### config.mk
export PLATFORM = sky130hd
export DESIGN_NAME = audio_mix_filter_dc_cut
export DESIGN_NICKNAME = d
export VERILOG_FILES = /design/src/hw/rtl/amdc_pkg.sv /design/src/hw/rtl/audio_mix_filter_dc_cut.sv /design/src/hw/rtl/amdc_mix.sv /design/src/hw/rtl/amdc_lowpass.sv /design/src/hw/rtl/amdc_dc_cut.sv
export SDC_FILE = /design/constraint.sdc
export NUM_CORES = 2
export LEC_CHECK = 0
export BUFFER_PORTS_ARGS = -buffer_cell sky130_fd_sc_hd__buf_2
export CORE_UTILIZATION = 45
export DETAILED_ROUTE_END_ITERATION = 12
export PLACE_DENSITY = 0.7
export SETUP_SLACK_MARGIN = 0.2
export SLEW_MARGIN = 20
export SYNTH_ARGS = -nofsm -noshare
export SYNTH_HDL_FRONTEND = slang
export SYNTH_SLANG_ARGS = --single-unit
### constraint.sdc
create_clock -name clk -period 25 [get_ports clk]
set_clock_uncertainty 0.2 [all_clocks]
set_input_delay 1.25 -clock clk [delete_from_list [all_inputs] [get_ports clk]]
set_output_delay 1.25 -clock clk [all_outputs]
set_load 0.1 [all_outputs]
### src/hw/rtl/amdc_pkg.sv
// Shared types and constants for the audio mixer with low-pass and DC cut.
// Used by every module under hw/rtl; depends on nothing else.
package amdc_pkg;

  typedef struct packed {
    logic signed [15:0] channel_sample;
    logic [8:0]         channel_gain;
    logic               last_channel;
  } in_beat_t;

  typedef struct packed {
    logic signed [15:0] sample_word;
    logic [7:0]         sample_byte;
  } out_beat_t;

  // mixed sum of one sample period, handed from the mixer to the filter
  typedef struct packed {
    logic               mute;
    logic signed [31:0] sum;
  } mix_beat_t;

  // filtered sample, handed from the filter to the DC cut
  typedef struct packed {
    logic               mute;
    logic signed [23:0] x;
  } lp_beat_t;

  localparam logic [0:0] CFG_ENABLE      = 1'd0;
  localparam logic [0:0] CFG_FILTER_MODE = 1'd1;

  localparam logic [1:0] FILT_NONE      = 2'd0;
  localparam logic [1:0] FILT_TWO_TAP   = 2'd1;
  localparam logic [1:0] FILT_THREE_TAP = 2'd2;

  localparam int MIX_SHIFT        = 8;
  localparam int PEAK_DECAY_SHIFT = 15;
  localparam int DC_LEAK_SHIFT    = 10;
  localparam int DC_SUM_SHIFT     = 11;

  localparam int WORD_MAX = 32767;
  localparam int WORD_MIN = -32768;

  localparam logic [7:0] BYTE_FLIP = 8'h80;

endpackage

### src/hw/rtl/audio_mix_filter_dc_cut.sv
// Top level of the audio mixer: mix, low-pass, DC cut and saturate.
// Depends on amdc_pkg, amdc_mix, amdc_lowpass and amdc_dc_cut.
//
//   channel  | direction | handshake              | beat
//   in       | input     | in_valid / in_stall    | amdc_pkg::in_beat_t
//   out      | output    | out_valid / out_stall  | amdc_pkg::out_beat_t
//   cfg      | input     | cfg_write (no wait)    | cfg_index, cfg_data
//
// One channel beat is taken every cycle unless in_stall is high. The mixer
// holds an input and a sum register; filter and DC cut hold one register
// stage each and hand on one beat per cycle unless stalled.
// Reset is synchronous: accumulator, filter history and DC tracker clear,
// enable goes to 1 and filter mode to none.
// A stalled output holds its beat; stall reaches the input only when every
// stage in between is full.
module audio_mix_filter_dc_cut #(
  parameter int FRAC_BITS = 24
) (
  input  logic                clk,
  input  logic                rst,
  input  logic                in_valid,
  input  amdc_pkg::in_beat_t  in_beat,
  output logic                in_stall,
  output logic                out_valid,
  output amdc_pkg::out_beat_t out_beat,
  input  logic                out_stall,
  input  logic                cfg_write,
  input  logic [0:0]          cfg_index,
  input  logic [1:0]          cfg_data
);

  logic                enable;
  logic [1:0]          filter_mode;
  logic                mix_valid;
  amdc_pkg::mix_beat_t mix_beat;
  logic                mix_take;
  logic                lp_valid;
  amdc_pkg::lp_beat_t  lp_beat;
  logic                lp_take;

  always_ff @(posedge clk) begin
    if (rst) begin
      enable      <= 1'b1;
      filter_mode <= amdc_pkg::FILT_NONE;
    end else if (cfg_write) begin
      unique case (cfg_index)
        amdc_pkg::CFG_ENABLE:      enable      <= cfg_data[0];
        amdc_pkg::CFG_FILTER_MODE: filter_mode <= cfg_data;
        default:                   ;
      endcase
    end
  end

  amdc_mix u_mix (
    .clk       (clk),
    .rst       (rst),
    .in_valid  (in_valid),
    .in_beat   (in_beat),
    .in_stall  (in_stall),
    .enable    (enable),
    .mix_valid (mix_valid),
    .mix_beat  (mix_beat),
    .mix_take  (mix_take)
  );

  amdc_lowpass u_lowpass (
    .clk         (clk),
    .rst         (rst),
    .mix_valid   (mix_valid),
    .mix_beat    (mix_beat),
    .mix_take    (mix_take),
    .filter_mode (filter_mode),
    .lp_valid    (lp_valid),
    .lp_beat     (lp_beat),
    .lp_take     (lp_take)
  );

  amdc_dc_cut #(
    .FRAC_BITS (FRAC_BITS)
  ) u_dc_cut (
    .clk       (clk),
    .rst       (rst),
    .lp_valid  (lp_valid),
    .lp_beat   (lp_beat),
    .lp_take   (lp_take),
    .out_valid (out_valid),
    .out_beat  (out_beat),
    .out_stall (out_stall)
  );

endmodule

### src/hw/rtl/amdc_mix.sv
// Input register and multiply-accumulate over the channel beats of one period.
// Depends on amdc_pkg.
module amdc_mix (
  input  logic                clk,
  input  logic                rst,
  input  logic                in_valid,
  input  amdc_pkg::in_beat_t  in_beat,
  output logic                in_stall,
  input  logic                enable,
  output logic                mix_valid,
  output amdc_pkg::mix_beat_t mix_beat,
  input  logic                mix_take
);

  logic                 hold_valid;
  amdc_pkg::in_beat_t   hold;
  logic signed [31:0]   acc;
  logic signed [25:0]   prod;
  logic signed [31:0]   sum;
  logic                 advance;
  logic                 accept;

  assign prod    = $signed(hold.channel_sample) * $signed({1'b0, hold.channel_gain});
  assign sum     = acc + 32'(prod);
  assign advance = hold_valid && (!hold.last_channel || !mix_valid || mix_take);
  assign in_stall = hold_valid && !advance;
  assign accept  = in_valid && !in_stall;

  always_ff @(posedge clk) begin
    if (rst) begin
      hold_valid <= 1'b0;
    end else if (accept) begin
      hold_valid <= 1'b1;
    end else if (advance) begin
      hold_valid <= 1'b0;
    end
  end

  always_ff @(posedge clk) begin
    if (accept) begin
      hold <= in_beat;
    end
  end

  always_ff @(posedge clk) begin
    if (rst) begin
      acc <= '0;
    end else if (advance) begin
      acc <= hold.last_channel ? 32'sd0 : sum;
    end
  end

  always_ff @(posedge clk) begin
    if (rst) begin
      mix_valid <= 1'b0;
    end else if (advance && hold.last_channel) begin
      mix_valid <= 1'b1;
    end else if (mix_take) begin
      mix_valid <= 1'b0;
    end
  end

  always_ff @(posedge clk) begin
    if (advance && hold.last_channel) begin
      mix_beat.sum  <= sum;
      mix_beat.mute <= !enable;
    end
  end

endmodule

### src/hw/rtl/amdc_lowpass.sv
// Scale-down by 256 and optional two- or three-tap low-pass with its history.
// Depends on amdc_pkg.
module amdc_lowpass (
  input  logic                clk,
  input  logic                rst,
  input  logic                mix_valid,
  input  amdc_pkg::mix_beat_t mix_beat,
  output logic                mix_take,
  input  logic [1:0]          filter_mode,
  output logic                lp_valid,
  output amdc_pkg::lp_beat_t  lp_beat,
  input  logic                lp_take
);

  logic signed [23:0] prev;
  logic signed [23:0] prev2;
  logic signed [23:0] x;
  logic signed [24:0] sum2;
  logic signed [26:0] sum3;
  logic signed [24:0] avg2;
  logic signed [26:0] avg3;
  logic signed [23:0] y;
  logic               upd;

  assign x    = mix_beat.sum[31:amdc_pkg::MIX_SHIFT];
  assign sum2 = 25'(prev) + 25'(x);
  assign sum3 = 27'(prev2) + (27'(prev) <<< 1) + 27'(x);
  assign avg2 = (sum2 + 25'(sum2[24])) >>> 1;
  assign avg3 = (sum3 + (sum3[26] ? 27'sd3 : 27'sd0)) >>> 2;

  always_comb begin
    case (filter_mode)
      amdc_pkg::FILT_TWO_TAP:   y = avg2[23:0];
      amdc_pkg::FILT_THREE_TAP: y = avg3[23:0];
      default:                  y = x;
    endcase
  end

  assign mix_take = mix_valid && (!lp_valid || lp_take);
  assign upd      = mix_take && !mix_beat.mute;

  always_ff @(posedge clk) begin
    if (rst) begin
      prev  <= '0;
      prev2 <= '0;
    end else if (upd) begin
      if (filter_mode == amdc_pkg::FILT_TWO_TAP) begin
        prev <= y;
      end else if (filter_mode == amdc_pkg::FILT_THREE_TAP) begin
        prev  <= y;
        prev2 <= prev;
      end
    end
  end

  always_ff @(posedge clk) begin
    if (rst) begin
      lp_valid <= 1'b0;
    end else if (mix_take) begin
      lp_valid <= 1'b1;
    end else if (lp_take) begin
      lp_valid <= 1'b0;
    end
  end

  always_ff @(posedge clk) begin
    if (mix_take) begin
      lp_beat.x    <= y;
      lp_beat.mute <= mix_beat.mute;
    end
  end

endmodule

### src/hw/rtl/amdc_dc_cut.sv
// Peak-tracking DC remover, 16-bit saturation and the result register.
// Depends on amdc_pkg.
module amdc_dc_cut #(
  parameter int FRAC_BITS = 24
) (
  input  logic                clk,
  input  logic                rst,
  input  logic                lp_valid,
  input  amdc_pkg::lp_beat_t  lp_beat,
  output logic                lp_take,
  output logic                out_valid,
  output amdc_pkg::out_beat_t out_beat,
  input  logic                out_stall
);

  localparam int W  = FRAC_BITS + 26;
  localparam int IW = W - FRAC_BITS;

  logic signed [W-1:0]  peak_high;
  logic signed [W-1:0]  peak_low;
  logic signed [W-1:0]  dc_average;
  logic signed [W-1:0]  xq;
  logic signed [W-1:0]  decay;
  logic signed [W-1:0]  high_dec;
  logic signed [W-1:0]  low_dec;
  logic signed [W-1:0]  high_next;
  logic signed [W-1:0]  low_next;
  logic signed [W-1:0]  dc_next;
  logic                 round_up;
  logic signed [IW-1:0] dc_int;
  logic signed [IW:0]   y;
  logic signed [15:0]   word;
  logic                 upd;

  assign xq        = W'(lp_beat.x) <<< FRAC_BITS;
  assign decay     = (peak_high - peak_low) >>> amdc_pkg::PEAK_DECAY_SHIFT;
  assign high_dec  = peak_high - decay;
  assign low_dec   = peak_low + decay;
  assign high_next = (xq > high_dec) ? xq : high_dec;
  assign low_next  = (xq < low_dec) ? xq : low_dec;
  assign dc_next   = dc_average - (dc_average >>> amdc_pkg::DC_LEAK_SHIFT)
                   + ((high_next + low_next) >>> amdc_pkg::DC_SUM_SHIFT);
  assign round_up  = dc_next[W-1] && (|dc_next[FRAC_BITS-1:0]);
  assign dc_int    = $signed(dc_next[W-1:FRAC_BITS]) + $signed(IW'({1'b0, round_up}));
  assign y         = (IW+1)'(lp_beat.x) - (IW+1)'(dc_int);

  always_comb begin
    if (lp_beat.mute) begin
      word = '0;
    end else if (y > amdc_pkg::WORD_MAX) begin
      word = 16'(amdc_pkg::WORD_MAX);
    end else if (y < amdc_pkg::WORD_MIN) begin
      word = 16'(amdc_pkg::WORD_MIN);
    end else begin
      word = y[15:0];
    end
  end

  assign lp_take = lp_valid && (!out_valid || !out_stall);
  assign upd     = lp_take && !lp_beat.mute;

  always_ff @(posedge clk) begin
    if (rst) begin
      peak_high  <= '0;
      peak_low   <= '0;
      dc_average <= '0;
    end else if (upd) begin
      peak_high  <= high_next;
      peak_low   <= low_next;
      dc_average <= dc_next;
    end
  end

  always_ff @(posedge clk) begin
    if (rst) begin
      out_valid <= 1'b0;
    end else if (lp_take) begin
      out_valid <= 1'b1;
    end else if (!out_stall) begin
      out_valid <= 1'b0;
    end
  end

  always_ff @(posedge clk) begin
    if (lp_take) begin
      out_beat.sample_word <= word;
      out_beat.sample_byte <= word[15:8] ^ amdc_pkg::BYTE_FLIP;
    end
  end

endmodule

==> flow_summary.yaml <==
sta:
  clock.fmax_ghz: 0.0433
  hold_violations: 0
  grt_setup_unrepaired: "no"
  maxSlewHeadroom: 0.274
  finalWorstPathRequiredPeriod_ns: 23.10
  max_slew.worst_pin.slew_ns: 1.09
  final.setup.tns_ns: 0
  period_share: 0.924
  setup_viol: 0
  final_number_of_max_transition_violations: 0
synth:
  post-synth-top-area-cell: "sky130_fd_sc_hd__ha_1"
  postSynthNetCount: 5522
  synth.top_cells.by_area: "sky130_fd_sc_hd__ha_1, sky130_fd_sc_hd__fa_1, sky130_fd_sc_hd__dfxtp_1, sky130_fd_sc_hd__edfxtp_1, sky130_fd_sc_hd__a21oi_1"
  yosysSeqAreaShare: 0.193
  number_of_instances_in_the_synthesized_netlist: 4797
  share_of_async_settable_or_async_resettable_flops_after_synthesis: 0
  yosys.cell_types.count: 80
  yosys_most_used_dff: "sky130_fd_sc_hd__dfxtp_1"
  yosysWarningCount: 0
  number_of_enable_flip_flop_cells_after_synthesis: 93
  combined_area_of_all_synthesized_cells_sq_mm: 0.0391
  synth_area_per_cell_sq_um: 8.14
  postSynthRegisterBits: 330
  synth.top_cell.area_share: 0.144
floorplan:
  initial_utilization: 0.456
  pin_count: 60
  die_height_um: 297
  coreArea_sq_mm: 0.0855
  die_area_sq_mm: 0.0880
  die_w_um: 297
  rows: 107
place:
  post_dp_cell_area_sq_mm: 0.0404
  detailedPlacementHpwl_um: 94300
  portBuffers: 59
  final_replace_weighted_congestion: 0.989
cts:
  clock_buffer_count_from_cts: 43
  h_tree_levels: 2
  cts-root-buf: "sky130_fd_sc_hd__clkbuf_16"
  post_cts_buffers: 0
  cts.sinks: 330
  cts.path.max_buffers: 3
  clock_tree_from_tritoncts: "yes"
  clock_insertion_delay_worst_skew_ns: 0.62
  clk_transition_reported_paths_ns: 0.06
job:
  cap_viol_max_count: 0
drt:
  drcViolationCount: 0
  postRouteAntennaNets: 0
  routed_wire_length_um: 118000
  drt_first_iter_violations: 2747
  routed_via_density: 5.84
  routed_wire_length_per_instance_um: 19.7
  dr_total_vias: 34800
  first_pass_iters: 6
final_layout:
  nNetsFinal: 5496
  post-route-cell-area_sq_mm: 0.0419
  proportion_of_layout_cells_with_a_drive_suffix_above_1: 0.0470
  final_core_util: 0.490
  area_delta_synth_final_pct: 7.23
global_route:
  via_count_of_the_first_global_routing_pass: 33000
  grt_antenna_before_repair: 4
  global_route.overflow_total: 0
  grt_pass1_wl_um: 183000
  grt_use_total: 0.265
  grt_start_max_net_pins: 98
setup_path:
  timing.critical_path.required_ns: 25.16
  crit_path_max_fanout: 26
  startpoint_type: "flop"
  crit_slowest_cell: "sky130_fd_sc_hd__o311ai_1"
  worstPathArrival_ns: 23.26
  critical_path_class: "reg -> reg"
  endpoint_kind: "flop"
  cp_peak_stage_delay_ns: 0.70
worst_hold_path:
  hold_path.class: "reg -> reg"
run_status:
  status: "finished clean"
## registers in the layout (all words and copies together) (netlist names)
name,flops
u_lowpass.lp_beat,25
u_mix.hold_valid,1
filter_mode,2
u_dc_cut.out_beat,17
u_lowpass.lp_valid,1
u_dc_cut.peak_low,50
u_lowpass.prev2,24
u_mix.mix_valid,1
u_lowpass.prev,24
u_mix.acc,32
u_dc_cut.dc_average,50
u_mix.mix_beat,25
u_mix.hold,26
u_dc_cut.peak_high,50
u_dc_cut.out_valid,1
enable,1
## Yosys cell counts (all sizes together), types with 9 or more instances
cell / number
a2111oi: 16
a211o: 20
a211oi: 60
a21boi: 12
a21o: 182
a21oi: 442
a221oi: 15
a22oi: 30
a31o: 11
a31oi: 31
a41oi: 9
and2: 129
and3: 38
and4: 18
buf: 13
clkbuf: 142
dfxtp: 237
edfxtp: 93
fa: 243
ha: 448
inv: 460
mux2: 14
mux2i: 14
nand2: 529
nand2b: 48
nand3: 82
nand4: 64
nor2: 357
nor2b: 52
nor3: 84
nor3b: 9
nor4: 22
o211ai: 28
o21a: 71
o21ai: 199
o21bai: 44
o31a: 14
o31ai: 17
or2: 18
or3: 29
xnor2: 235
xor2: 112
## path summary, 6_finish.rpt
path | start | to | slack (ns) | cells past startpoint
worst max-delay path | u_dc_cut.peak_low[1] | u_dc_cut.out_beat[1] | 1.90 | 88
worst min register to register | enable | u_mix.mix_beat[32] | 0.25 | 1
worst min-delay path | enable | u_mix.mix_beat[32] | 0.25 | 1
worst max register to register | u_dc_cut.peak_low[1] | u_dc_cut.out_beat[1] | 1.90 | 88
## placed cells by master (no fill, tap or decap), types with 29 or more instances in the layout
master / synthesis / layout
sky130_fd_sc_hd__nand2_1: 529 / 528
sky130_fd_sc_hd__inv_1: 460 / 460
sky130_fd_sc_hd__ha_1: 448 / 448
sky130_fd_sc_hd__a21oi_1: 442 / 442
sky130_fd_sc_hd__nor2_1: 357 / 355
sky130_fd_sc_hd__fa_1: 243 / 243
sky130_fd_sc_hd__dfxtp_1: 237 / 237
sky130_fd_sc_hd__xnor2_1: 235 / 235
sky130_fd_sc_hd__o21ai_0: 187 / 187
sky130_fd_sc_hd__a21o_1: 182 / 182
sky130_fd_sc_hd__and2_1: 129 / 128
sky130_fd_sc_hd__xor2_1: 112 / 112
sky130_fd_sc_hd__edfxtp_1: 93 / 93
sky130_fd_sc_hd__nor3_1: 84 / 84
sky130_fd_sc_hd__nand3_1: 82 / 82
sky130_fd_sc_hd__o21a_1: 71 / 71
sky130_fd_sc_hd__nand4_1: 64 / 64
sky130_fd_sc_hd__buf_2: 0 / 58
sky130_fd_sc_hd__a211oi_1: 58 / 57
sky130_fd_sc_hd__nor2b_1: 52 / 49
sky130_fd_sc_hd__nand2b_1: 48 / 47
sky130_fd_sc_hd__o21bai_1: 44 / 44
sky130_fd_sc_hd__clkbuf_16: 0 / 43
sky130_fd_sc_hd__and3_1: 38 / 38
sky130_fd_sc_hd__a31oi_1: 31 / 31
sky130_fd_sc_hd__a22oi_1: 30 / 30
sky130_fd_sc_hd__or3_1: 29 / 29
## what timing repair did
item / CTS / global route
setup endpoints to repair: 0 / 15
hold buffers: 0 / 0
resized for setup: 0 / 4
## cells by family after synthesis
| group | count (synthesis) | synth area share |
|---|---|---|
| AOI/OAI and AO/OA | 1277 | 0.211 |
| muxes | 28 | 0.00763 |
| buffers and inverters | 615 | 0.0598 |
| xor gates and xnor gates | 347 | 0.0778 |
| DFF | 330 | 0.193 |
| and+or+nand+nor | 1509 | 0.183 |
| adders and majority gates | 691 | 0.268 |
## routing by layer
layer | routed length, um | share of wire | global-route usage | vias to the layer above
met2 | 53400 | 0.45 | 0.427 | 1088
met3 | 7720 | 0.066 | 0.0315 | 226
met5 | 25 | 0.00021 | 0 | -
met4 | 5330 | 0.045 | 0.114 | 4
li1 | - | - | - | 16700
met1 | 51100 | 0.43 | 0.356 | 16700
## final cells by class
cell class / count / area, sq um
Inverter: 460 / 1730
Sequential cell: 330 / 7540
Clock inverter: 24 / 258
Clock buffer: 54 / 1180
Tap cell: 1144 / 1430
Timing Repair Buffer: 84 / 502
Antenna cell: 2 / 5.00
Multi-Input combinational cell: 3852 / 29200
Fill cell: 8226 / 43700
## stage by stage
stage	worst slack [ns]	hold WS (ns)	cells
floorplan	5.47	0.233	4797
global placement	1.90	0.239	5869
detailed placement	1.44	0.240	5869
CTS	1.35	0.255	5947
global route	0.223	0.263	5948
finish	1.90	0.254	5950
## worst max-delay path: cells and delay by family, from the launching register on
family	cells	cell delay, ns
xor+xnor	6	1.09
simple gates	27	5.80
compound gates	44	12.12
buf+inv	3	0.60
flops	1	0.41
fa+ha+maj	8	2.61
Power is left out: the tool's default activity adds up to more than one toggle a clock period on the data nets, which glitch-free logic cannot reach.
